===== config.mk =====
export PLATFORM = sky130hd
export DESIGN_NAME = mpq_ctrl
export DESIGN_NICKNAME = d
export VERILOG_FILES = /design/src/rtl/min_priority_queue_defines.svh /design/src/rtl/mpq_pkg.sv /design/src/rtl/mpq_ctrl.sv
export SDC_FILE = /design/constraint.sdc
export NUM_CORES = 1
export LEC_CHECK = 0
export CORE_AREA = 4 4 41 43
export CTS_BUF_LIST = sky130_fd_sc_hd__clkbuf_4 sky130_fd_sc_hd__clkbuf_8
export DETAILED_ROUTE_END_ITERATION = 6
export DIE_AREA = 0 0 45 47
export DONT_BUFFER_PORTS = 1
export SYNTH_ARGS = -nofsm -noshare
export SYNTH_HDL_FRONTEND = slang
export SYNTH_SLANG_ARGS = --single-unit
export TNS_END_PERCENT = 10

===== constraint.sdc =====
create_clock -name clk_i -period 0.95 [get_ports clk_i]
set_input_delay 0.1425 -clock clk_i [delete_from_list [all_inputs] [get_ports clk_i]]
set_output_delay 0.1425 -clock clk_i [all_outputs]
set_load 0.01 [all_outputs]

===== src/rtl/min_priority_queue_defines.svh =====
// ----------------------------------------------------------------------------
// min_priority_queue_defines
// Assertion macros used by the queue top level.
// ----------------------------------------------------------------------------
`ifndef MIN_PRIORITY_QUEUE_DEFINES_SVH
`define MIN_PRIORITY_QUEUE_DEFINES_SVH

// check that a implies b in the same cycle
`define MPQ_ASSERT_IMPLY(lbl, clk, rst_n, a, b) \
  lbl: assert property (@(posedge clk) disable iff (!rst_n) (a) |-> (b)) \
    else $error("assertion failed");

// check that a implies b in the next cycle
`define MPQ_ASSERT_NEXT(lbl, clk, rst_n, a, b) \
  lbl: assert property (@(posedge clk) disable iff (!rst_n) (a) |=> (b)) \
    else $error("assertion failed");

`endif


===== src/rtl/mpq_pkg.sv =====
// ----------------------------------------------------------------------------
// mpq_pkg
// Types and constants of the minimum priority queue.
// ----------------------------------------------------------------------------
`timescale 1ns / 1ps
package mpq_pkg;

  localparam int CAPACITY  = 2048;
  localparam int KEY_WIDTH = 32;
  localparam int ADDR_W    = $clog2(CAPACITY);
  localparam int CNT_W     = $clog2(CAPACITY + 1);

  typedef enum logic [1:0] {
    OP_INSERT = 2'd0,
    OP_POP    = 2'd1,
    OP_PEEK   = 2'd2
  } op_e;

  typedef enum logic [1:0] {
    ST_OK    = 2'd0,
    ST_EMPTY = 2'd1,
    ST_FULL  = 2'd2
  } status_e;

  typedef enum logic [2:0] {
    S_IDLE,
    S_DEC,
    S_INS,
    S_SRD,
    S_SCMP,
    S_LRD,
    S_MOVE,
    S_DONE
  } state_e;

  typedef struct packed {
    logic [1:0]  operation;
    logic [31:0] key;
  } in_item_t;

  typedef struct packed {
    logic [31:0] result_key;
    logic [1:0]  status;
    logic [11:0] entry_count;
  } out_item_t;

  typedef struct packed {
    logic cap;
    logic wr_ins;
    logic scan_start;
    logic rd_idx;
    logic cmp;
    logic rd_last;
    logic wr_move;
    logic load_out;
  } cmd_t;

  typedef struct packed {
    logic [1:0] op;
    logic [1:0] status;
    logic       scan_last;
    logic       out_free;
  } stat_t;

endpackage


===== src/rtl/mpq_ctrl.sv =====
// ----------------------------------------------------------------------------
// mpq_ctrl
// Sequencer for insert, scan for minimum, pop repair and result delivery.
// ----------------------------------------------------------------------------
`timescale 1ns / 1ps
module mpq_ctrl (
  input  logic            clk_i,
  input  logic            rst_ni,
  input  logic            in_valid_i,
  output logic            in_ready_o,
  output mpq_pkg::cmd_t   cmd_o,
  input  mpq_pkg::stat_t  stat_i
);

  mpq_pkg::state_e state_q, state_d;

  always_ff @(posedge clk_i or negedge rst_ni) begin
    if (!rst_ni) state_q <= mpq_pkg::S_IDLE;
    else state_q <= state_d;
  end

  always_comb begin
    state_d    = state_q;
    cmd_o      = '0;
    in_ready_o = 1'b0;
    unique case (state_q)
      mpq_pkg::S_IDLE: begin
        in_ready_o = 1'b1;
        if (in_valid_i) begin
          cmd_o.cap = 1'b1;
          state_d   = mpq_pkg::S_DEC;
        end
      end
      mpq_pkg::S_DEC: begin
        if (stat_i.status != mpq_pkg::ST_OK) begin
          state_d = mpq_pkg::S_DONE;
        end else if (stat_i.op == mpq_pkg::OP_INSERT) begin
          state_d = mpq_pkg::S_INS;
        end else if (stat_i.op == mpq_pkg::OP_POP || stat_i.op == mpq_pkg::OP_PEEK) begin
          cmd_o.scan_start = 1'b1;
          state_d          = mpq_pkg::S_SRD;
        end else begin
          state_d = mpq_pkg::S_DONE;
        end
      end
      mpq_pkg::S_INS: begin
        cmd_o.wr_ins = 1'b1;
        state_d      = mpq_pkg::S_DONE;
      end
      mpq_pkg::S_SRD: begin
        cmd_o.rd_idx = 1'b1;
        state_d      = mpq_pkg::S_SCMP;
      end
      mpq_pkg::S_SCMP: begin
        cmd_o.cmp = 1'b1;
        if (!stat_i.scan_last) state_d = mpq_pkg::S_SRD;
        else if (stat_i.op == mpq_pkg::OP_POP) state_d = mpq_pkg::S_LRD;
        else state_d = mpq_pkg::S_DONE;
      end
      mpq_pkg::S_LRD: begin
        cmd_o.rd_last = 1'b1;
        state_d       = mpq_pkg::S_MOVE;
      end
      mpq_pkg::S_MOVE: begin
        cmd_o.wr_move = 1'b1;
        state_d       = mpq_pkg::S_DONE;
      end
      mpq_pkg::S_DONE: begin
        if (stat_i.out_free) begin
          cmd_o.load_out = 1'b1;
          state_d        = mpq_pkg::S_IDLE;
        end
      end
      default: state_d = mpq_pkg::S_IDLE;
    endcase
  end

endmodule


Word level (Yosys, flattened, before mapping)

Index checks and enable logic that the tools add are counted.
Widths: inputs -> output; s select.

Latch bits: 0
RAM bits: 0
Logic and storage cells: 40
Memories: 0
Bits in read-only memories: 0
Register bits after elaboration: 3

Reductions and logical operators: 6
Multiply operators: 0
$add $sub $neg: 0
Shift operators: 0
Bitwise operators: 0
Order comparisons: 0
Equality and inequality tests: 11
Divide/modulo/power cells: 0
Mux-type cells: 22

Operator list:

| operator           | number |
|---|---|
| $pmux 3 s7         | 1 |
| $mux 3             | 6 |
| $mux 1             | 14 |
| $eq 3x3->1 const B | 4 |
| $eq 3x2->1 const B | 2 |
| $ne 2x2->1 const B | 2 |
| $eq 3x1->1 const B | 1 |
| $logic_not 3->1    | 1 |
| $eq 2x1->1 const B | 1 |
| $eq 2x2->1 const B | 1 |
| $logic_not 2->1    | 1 |
| $mux 2             | 1 |
| $reduce_and 2->1   | 1 |
| $reduce_bool 2->1  | 1 |
| $reduce_or 2->1    | 1 |
| $logic_or 1x1->1   | 1 |

Logic depth before layout (Yosys ltp)

Gate-level depths: netlist (run 1).

Depth after elaboration: 6
Depth in mapped cells: 5
Depth with buffers taken out: 5

Worst setup path before layout (run 1)

No wires, ideal clock.

Kind: register to output
Start point: register state_q[1]
End point: output cmd_o[7] (netlist name)
Arrival time: 0.999 ns
Path buffers: 1
Stages on the path, launching flop included: 4
Slack: -0.191 ns
Path through: dfrtp_1 -> buf_4 -> nor3_2 -> and2_1

RTL lines:

| item                     | line           | source |
|---|---|---|
| start: declaration       | mpq_ctrl.sv:15 | `mpq_pkg::state_e state_q, state_d;` |
| start signal: assignment | mpq_ctrl.sv:18 | `if (!rst_ni) state_q <= mpq_pkg::S_IDLE;` |
| start signal: assignment | mpq_ctrl.sv:19 | `else state_q <= state_d;` |
| end: declaration         | mpq_ctrl.sv:11 | `output mpq_pkg::cmd_t cmd_o,` |

==> results of run 1 <==
[final timing paths]
kind | startpoint | end | slack, ns | cells after the start
min in group asynchronous | rst_ni | state_q[2]$_DFFE_PN0P_ | 0.17 | 1
max | state_q[0]$_DFFE_PN0P_ | cmd_o[7] | -0.36 | 3
min reg2reg | state_q[0]$_DFFE_PN0P_ | state_q[0]$_DFFE_PN0P_ | 0.71 | 2
max in group asynchronous | rst_ni | state_q[0]$_DFFE_PN0P_ | 0.61 | 1
max reg2reg | state_q[2]$_DFFE_PN0P_ | state_q[0]$_DFFE_PN0P_ | -0.20 | 4
min | in_valid_i | state_q[0]$_DFFE_PN0P_ | 0.13 | 3
[final cells by class]
cell class / count / area [um2]
clock buffer: 4 / 30.0
fill: 142 / 790
inverter: 3 / 13.8
multi-input combinational: 27 / 238
sequential: 3 / 77.6
tap: 15 / 18.8
timing repair buffer: 16 / 134
[worst reg2reg max path, stage by stage, from the launching register on]
cell,delay (ns)
dfrtp_1,0.39
buf_6,0.15
nor2_1,0.08
nor2_1,0.04
or3_1,0.36
[logic make-up after synthesis]
group	count (synthesis)	synth area share
AOI/OAI and AO/OA	7	0.176
adders and majority gates	3	0.120
buffers and inverters	6	0.128
DFF	3	0.240
and+or+nand+nor	17	0.336
[stage by stage]
stage / hold slack [ns] / cells / utilization / worst slack [ns]
after detailed placement: -0.153 / 62 / 0.327 / -0.181
final: 0.135 / 68 / 0.393 / -0.361
after global routing: 0.159 / 68 / 0.393 / -0.424
after global placement: -0.153 / 62 / 0.327 / -0.185
after floorplan: -0.153 / 36 / - / -0.140
after CTS: 0.135 / 68 / 0.386 / -0.378
[repair_timing]
action | 4_1_cts | 5_1_grt
hold buffers | 1 | 0
endpoints found under the setup margin | 12 | 12
gates resized for setup | 8 | 2
hold endpoints to repair | 3 | 0
pin swaps | 4 | 3
setup buffers | 1 | 0
[power breakdown]
part	switching (mW)	internal [mW]	total [mW]
registers	0.106	0.198	0.305
logic	0.408	0.532	0.941
clock network	0.0637	0.186	0.249
[Yosys cell counts, drive strengths merged]
library cell,count,area share
a21oi,3,0.048
nor3b,4,0.096
nor2,4,0.056
a21boi,1,0.024
nor3,1,0.032
and2,1,0.020
and4,1,0.028
or3,1,0.020
buf,3,0.084
dfrtp,3,0.24
nand2,2,0.024
inv,3,0.044
and3,1,0.020
o21ba,1,0.032
nand2b,1,0.020
nor4,1,0.020
ha,3,0.12
o21bai,1,0.024
a2111oi,1,0.048
[per-layer routing]
layer,GRT usage,up-vias,wire length [um]
li1,-,158,-
met1,0.100,154,326
met2,0.167,11,445
met3,0.0192,2,48
met4,0.105,0,17
met5,0,-,0
==> reports/metrics.yaml, run 1 <==
status:
  run_status: "complete, but fails checks"
  violations: "negative setup slack"
setup_path:
  start_kind: "register"
  critPathMaxStageDelay_ns: 0.46
  cp_slowest_cell: "dfrtp_2"
  crit_family: "flip-flops"
  path_buf_inv: 1
  path_class: "reg -> out"
  cp_max_fo: 7
  worst_ep_arrival_time_ns: 1.17
  cp_cell_sequence: "buf_6 -> nor3_4 -> and2_4"
  crit_required_ns: 0.81
  critPathCaptureType: "output port"
synthesis:
  ys_ff_latch: 3
  seq_area_frac_synth: 0.240
  synth_fp_nets: 48
  syn_area_per_cell_um2: 8.69
  synth_cells: 36
  syn-cell-area_um2: 313
  synth_warnings: 0
  synth_cell_types: 22
final_layout:
  drive_gt1_frac: 0.604
  top_regs: "state_q x3"
  num_antenna_cells: 0
  synthToLayoutAreaGrowth_pct: 63.6
  final_area_um2: 512
  largest_reg_flops: 3
  final_cell_mix: "buf_4, nor3b_2, clkbuf_4"
  final_common_cell: "buf_4"
  nets: 66
  top_register: "state_q"
floorplanning:
  fp.dieW_um: 45
  io-pin-count: 18
  start_util: 0.240
  rows: 13
  core_um2: 1300
  die_h_um: 47
  die-area_um2: 2120
route:
  ant_nets: 0
  routed_wl_um: 836
  vias_per_cell: 4.78
  drt_iter0_markers: 2
  routedWlPerCell_um: 12.3
  dr.pass1.iters: 3
  drc: 0
  num_vias: 325
place:
  dp_hpwl_um: 637
  gp_congestion: 0.745
  port-buffer-count: 0
  dpl_cell_area_um2: 425
clock_tree:
  clockRootBuffer: "clkbuf_4"
  cts.sinks: 3
  htreeDepth: 1
  clock_path_buffers: 2
  numCtsBuffers: 3
  clkTransAtPathRegs_ns: 0.03
  clk_latency_ns: 0.23
  cts_tree: "yes"
sta:
  timing.fmax_ghz: 0.763
  hold_viol_final: 0
  skew_ns: 0.000682
  finalSetupViolCount: 12
  fin_crit_sh: 1.38
  fin_crit_ns: 1.31
  grt_setup_unrepaired: "yes"
  max-slew-margin-rel: 0.834
  final.setup.worst_slack_ns: -0.361
  fin_setup_tns_ns: -3.16
  worstMarginPinSlew_ns: 0.248
  final_max_slew_viol_count: 0
grt:
  grt_usage: 0.0997
  grt_pass1_wl_um: 1480
  grt-ovfl-total: 0
  grt_pass1_vias: 368
  antenna_found_initial: 0
  grt_max_degree: 9
power:
  finalPower_mw: 1.49
  p_per_area_nw_per_um2: 2920
  leakagePower_nw: 0.234
  peakVddDrop_v: 0.00132
hold_path:
  hold_class: "in -> reg"
run:
  cap_violations: 0
(Power assumes the default switching activity.)
==> inputs of run 2 (changes only) <==
--- a/config.mk
+++ b/config.mk
@@ -10,6 +10,7 @@
 export DETAILED_ROUTE_END_ITERATION = 6
 export DIE_AREA = 0 0 45 47
 export DONT_BUFFER_PORTS = 1
+export REMOVE_ABC_BUFFERS = 1
 export SYNTH_ARGS = -nofsm -noshare
 export SYNTH_HDL_FRONTEND = slang
 export SYNTH_SLANG_ARGS = --single-unit
==> reports/metrics.yaml, run 2 (synthesized netlist as in run 1, its figures left out) <==
status:
  run_status: "complete, but fails checks"
  violations: "negative setup slack"
final_layout:
  final_common_cell: "buf_4"
  top_register: "state_q"
  synthToLayoutAreaGrowth_pct: 90.8
  multiInputGateArea_um2: 269  # +13%
  largest_reg_flops: 3  # unchanged
  nets: 71  # +7.6%
  finish.utilization: 0.459  # +0.0654
  num_antenna_cells: 0  # unchanged
  num-fill-cells: 138  # -2.8%
  regArea_um2: 78.8  # +1.6%
  drive_gt1_frac: 0.707  # +0.103
  top_regs: "state_q x3"
  final_cell_mix: "buf_4, buf_6, nor3b_2, clkbuf_4"
route:
  drc: 0  # unchanged
  dr.pass1.iters: 2  # -1
  ant_nets: 0  # unchanged
  routed_wl_um: 920  # +10%
  num_vias: 338  # +4.0%
  drt_iter0_markers: 3  # +1
  vias_per_cell: 4.63  # -3.1%
  routedWlPerCell_um: 12.6  # +2.5%
power:
  p_seq_frac: 0.203  # about the same
  combPwrFrac: 0.656  # +0.027
  power.internal_mw: 1.09  # +19%
  p_sw_frac: 0.389  # +0.00246
  switchingPower_uw: 694  # +20%
  clkPwrFrac: 0.141  # -0.026
  p_per_area_nw_per_um2: 2980  # +2.2%
  leakagePower_nw: 0.266  # +14%
  peakVddDrop_v: 0.00148  # +12%
sta:
  fin_crit_ns: 1.32  # +0.00687 ns
  worstMarginPinSlew_ns: 0.246  # -0.00200 ns
  final_max_slew_viol_count: 0  # unchanged
  skew_ns: 0.00132  # +0.000638 ns
  whs_ns: 0.141  # +0.00654 ns
  final.setup.worst_slack_ns: -0.368  # -0.00687 ns
  grt_setup_unrepaired: "yes"
  hold_viol_final: 0  # unchanged
  finalSetupViolCount: 12  # unchanged
  fin_crit_sh: 1.39  # +0.00723
  timing.fmax_ghz: 0.759  # -0.52%
  max-slew-margin-rel: 0.836  # +0.00165
setup_path:
  crit_top_cell: "buf_4"
  cp_slowest_cell: "dfrtp_2"
  path_class: "reg -> out"
  worst_ep_arrival_time_ns: 1.18  # about the same
  critPathMaxStageDelay_ns: 0.47  # about the same
  critPathCaptureType: "output port"
  start_kind: "register"
  path_buf_inv: 2  # +1
  cp_max_fo: 6  # -1
  cp_cell_sequence: "buf_4 -> nor3b_2 -> buf_4"
  crit_required_ns: 0.81  # about the same
  path_depth: 3  # unchanged
  crit_family: "flip-flops"
  reg2reg_depth: 4  # unchanged
clock_tree:
  clk_latency_ns: 0.23  # about the same
  htreeDepth: 1  # unchanged
  numCtsBuffers: 3  # unchanged
  cts.sinks: 3  # unchanged
  clock_path_buffers: 2  # unchanged
  clockRootBuffer: "clkbuf_4"
  cts_tree: "yes"
  clkTransAtPathRegs_ns: 0.04  # about the same
hold_path:
  min_path_cells: 3  # unchanged
  hold_class: "in -> reg"
grt:
  antenna_found_initial: 0  # unchanged
  grt_usage: 0.0965  # -0.00316
  grt-ovfl-total: 0  # unchanged
  grt_max_degree: 8  # -1
  grt_pass1_vias: 373  # +1.4%
  grt_pass1_wl_um: 1450  # -1.8%
place:
  port-buffer-count: 0  # unchanged
  dp_hpwl_um: 575  # -9.7%
  gp_congestion: 0.703  # -5.6%
floorplanning:
  start_util: 0.240  # unchanged
  die-area_um2: 2120  # unchanged
  fp.dieW_um: 45  # unchanged
  io-pin-count: 18  # unchanged
  core_um2: 1300  # unchanged
  rows: 13  # unchanged
  die_h_um: 47  # unchanged
run:
  cap_violations: 0  # unchanged
run 2: worst paths after layout:
kind	from	end	slack [ns]
worst max-delay path	state_q[1]$_DFFE_PN0P_	cmd_o[3]	-0.37
worst min-delay path	in_valid_i	state_q[0]$_DFFE_PN0P_	0.14
worst max register to register	state_q[1]$_DFFE_PN0P_	state_q[0]$_DFFE_PN0P_	-0.32
worst min register to register	state_q[0]$_DFFE_PN0P_	state_q[1]$_DFFE_PN0P_	0.69
max in group asynchronous	rst_ni	state_q[2]$_DFFE_PN0P_	0.62
min in group asynchronous	rst_ni	state_q[0]$_DFFE_PN0P_	0.17
run 2: metrics by stage:
| step | area, um2 | power [mW] | instances | setup WS [ns] | setup TNS (ns) |
|---|---|---|---|---|---|
| after floorplan | 287 | 0.649 | 33 | -0.181 | -0.852 |
| after global placement | 403 | 0.981 | 61 | -0.191 | -1.61 |
| after global routing | 597 | 1.92 | 73 | -0.443 | -4.30 |
| after detailed placement | 403 | 0.996 | 61 | -0.206 | -1.63 |
| final | 597 | 1.78 | 73 | -0.368 | -3.62 |
| after CTS | 543 | 1.59 | 71 | -0.351 | -3.60 |
run 2: power by group through the flow:
stage          combinational [mW]  clock [mW]  sequential [mW]
4_1_cts                     0.995       0.258            0.333
3_5_place_dp                0.674           0            0.322
5_1_grt                      1.26       0.287            0.377
6_report                     1.17       0.252            0.361
3_3_place_gp                0.661           0            0.320
2_1_floorplan               0.317           0            0.332
run 2: per-layer routing:
layer	vias up	GRT usage	part of all wire
met5	-	0	0
li1	167	-	-
met2	15	0.147	0.48
met1	154	0.121	0.44
met3	2	0.0192	0.068
met4	0	0.0702	0.0087
run 2: area by class of cell:
| class | count | share of cell area |
|---|---|---|
| well taps | 15 | 0.0314 |
| inverters | 3 | 0.0231 |
| multi-input cells | 27 | 0.451 |
| repair buffers | 21 | 0.312 |
| clock buffers | 4 | 0.0503 |
| flip-flops and latches | 3 | 0.132 |
run 2: worst register-to-register path: stages, from the launching register on:
cell       delay, ns
dfrtp_2         0.47
buf_6           0.15
buf_4           0.13
a2111oi_4       0.31
or3_1           0.15
run 2: timing repair:
item,CTS,global route
buffers inserted,5,2
hold buffers,1,0
pin swaps,4,6
endpoints found under the setup margin,12,12
hold endpoints to repair,3,0
resized for setup,18,7
==> inputs of run 3 (changes only) <==
==> constraint.sdc (replaced) <==
create_clock -name clk_i -period 1.46 [get_ports clk_i]
set_input_delay 0.219 -clock clk_i [delete_from_list [all_inputs] [get_ports clk_i]]
set_output_delay 0.219 -clock clk_i [all_outputs]
set_load 0.01 [all_outputs]
==> reports/metrics.yaml, run 3 (synthesized netlist as in run 1, its figures left out) <==
power:
  p_per_area_nw_per_um2: 1860  # -38%
  combPwrFrac: 0.454  # -0.202
  peakVddDrop_v: 0.000878  # -41%
  clkPwrFrac: 0.215  # +0.074
  leakagePower_nw: 0.174  # -35%
  p_seq_frac: 0.331  # +0.128
  power.internal_uw: 439  # -60%
  switchingPower_uw: 316  # -54%
  p_sw_frac: 0.419  # +0.0293
grt:
  grt_pass1_wl_um: 1100  # -24%
  grt_usage: 0.0791  # -0.0175
  grt_pass1_vias: 244  # -35%
  grt-ovfl-total: 0  # unchanged
  grt_max_degree: 15  # +7
  antenna_found_initial: 0  # unchanged
clock_tree:
  cts_tree: "yes"
  clkTransAtPathRegs_ns: 0.03  # about the same
  cts.sinks: 3  # unchanged
  clockRootBuffer: "clkbuf_4"
  htreeDepth: 1  # unchanged
  clock_path_buffers: 2  # unchanged
  clk_latency_ns: 0.23  # about the same
  numCtsBuffers: 3  # unchanged
hold_path:
  min_from: "in_valid_i"
  hold_class: "in -> reg"
  min_path_cells: 3  # unchanged
  hold_end: "state_q[0]$_DFFE_PN0P_"
final_layout:
  num_antenna_cells: 0  # unchanged
  final_common_cell: "buf_4"
  num-fill-cells: 148  # +7.2%
  regArea_um2: 78.8  # unchanged
  top_regs: "state_q x3"
  synthToLayoutAreaGrowth_pct: 29.6
  multiInputGateArea_um2: 209  # -22%
  largest_reg_flops: 3  # unchanged
  nets: 57  # -20%
  final_cell_mix: "buf_4, clkbuf_4"
  top_register: "state_q"
  drive_gt1_frac: 0.432  # -0.275
floorplanning:
  start_util: 0.240  # unchanged
  die_h_um: 47  # unchanged
  die-area_um2: 2120  # unchanged
  io-pin-count: 18  # unchanged
  core_um2: 1300  # unchanged
  rows: 13  # unchanged
  fp.dieW_um: 45  # unchanged
sta:
  finalSetupViolCount: 0  # -12
  fin_crit_sh: 0.945
  hold_viol_final: 0  # unchanged
  worstMarginPinSlew_ns: 0.377  # +0.131 ns
  timing.fmax_ghz: 0.725
  max-slew-margin-rel: 0.748  # -0.0876
  final_max_slew_viol_count: 0  # unchanged
  grt_setup_unrepaired: "no"
  fin_setup_tns_ns: 0  # +3.62 ns
  skew_ns: 0.00331  # +0.00199 ns
  whs_ns: 0.207  # +0.0653 ns
  fin_crit_ns: 1.38
setup_path:
  r2r-end: "state_q[0]$_DFFE_PN0P_"
  cp_max_fo: 7  # +1
  cp_cell_sequence: "inv_4 -> nor4_2 -> buf_4"
  ff2ff_setup_slack_ns: 0.29  # +0.61 ns
  worst_ep_arrival_time_ns: 1.16  # -0.02 ns
  cp_slowest_cell: "dfrtp_2"
  rr_startpoint: "state_q[2]$_DFFE_PN0P_"
  critPathCaptureType: "output port"
  critPathMaxStageDelay_ns: 0.45  # -0.02 ns
  reg2reg_depth: 3  # -1
  start_kind: "register"
  crit_required_ns: 1.24  # +0.43 ns
  path_class: "reg -> out"
route:
  ant_nets: 0  # unchanged
  drc: 0  # unchanged
  drt_iter0_markers: 5  # +2
  routed_wl_um: 721  # -22%
  vias_per_cell: 4.68  # +1.0%
  routedWlPerCell_um: 12.2  # -3.0%
  dr.pass1.iters: 2  # unchanged
  num_vias: 276  # -18%
place:
  gp_congestion: 0.694  # -1.4%
  port-buffer-count: 0  # unchanged
run:
  cap_violations: 0  # unchanged
status:
  run_status: "finished clean"
[run 3: changes by cell type in the layout (fill, tap and decap cells not counted), sizes merged]
cell	previous run	this run
buf	20	6
[run 3: power by group through the flow]
stage	Clock, mW	Sequential [mW]	Combinational [mW]
after CTS	0.171	0.265	0.253
after global routing	0.180	0.261	0.376
after global placement	0	0.239	0.236
final	0.162	0.250	0.343
after floorplan	0	0.216	0.206
after detailed placement	0	0.249	0.241
[run 3: per-stage QoR]
step / util / power, mW / std cells / setup WS, ns / area, um2
global route: 0.312 / 0.817 / 59 / 0.0129 / 405
finish: 0.312 / 0.755 / 59 / 0.0802 / 405
global placement: 0.246 / 0.474 / 50 / 0.252 / 320
CTS: 0.288 / 0.690 / 55 / 0.0304 / 375
floorplan: - / 0.422 / 33 / 0.254 / 287
detailed placement: 0.246 / 0.489 / 50 / 0.173 / 320
[run 3: timing repair]
item / in CTS / in global routing
hold endpoints to repair: 3 / 0
gates resized for setup: 5 / 0
endpoints found under the setup margin: 3 / 1
hold buffers: 1 / 0
setup buffers: 0 / 4
[run 3: routing by layer]
metal,share of wire,GRT usage,up-vias,routed length [um]
met2,0.43,0.0960,15,307
li1,-,-,139,-
met3,0.075,0.0345,0,54
met1,0.50,0.103,122,358
met4,0,0.0702,0,0
met5,0,0,-,0
[run 3: area by class of cell]
class	count	share of cell area
sequential	3	0.194
inverter	3	0.0340
tap	15	0.0463
timing repair buffer	7	0.136
clock buffer	4	0.0741
multi-input combinational	27	0.515
[run 3: worst max path at each step]
stage,startpoint,end,cells after the start
final,state_q[0]$_DFFE_PN0P_,cmd_o[5],3
after global routing,state_q[0]$_DFFE_PN0P_,cmd_o[5],3
after CTS,state_q[0]$_DFFE_PN0P_,cmd_o[5],3
after detailed placement,state_q[0]$_DFFE_PN0P_,cmd_o[5],3
after global placement,state_q[0]$_DFFE_PN0P_,cmd_o[5],3
after floorplan,state_q[0]$_DFFE_PN0P_,cmd_o[5],2
[run 3: critical path, delay by kind of cell, from the launching register on]
family / cells / cell delay (ns)
AND/OR/NAND/NOR: 1 / 0.25
buffers and inverters: 2 / 0.23
flip-flops: 1 / 0.45
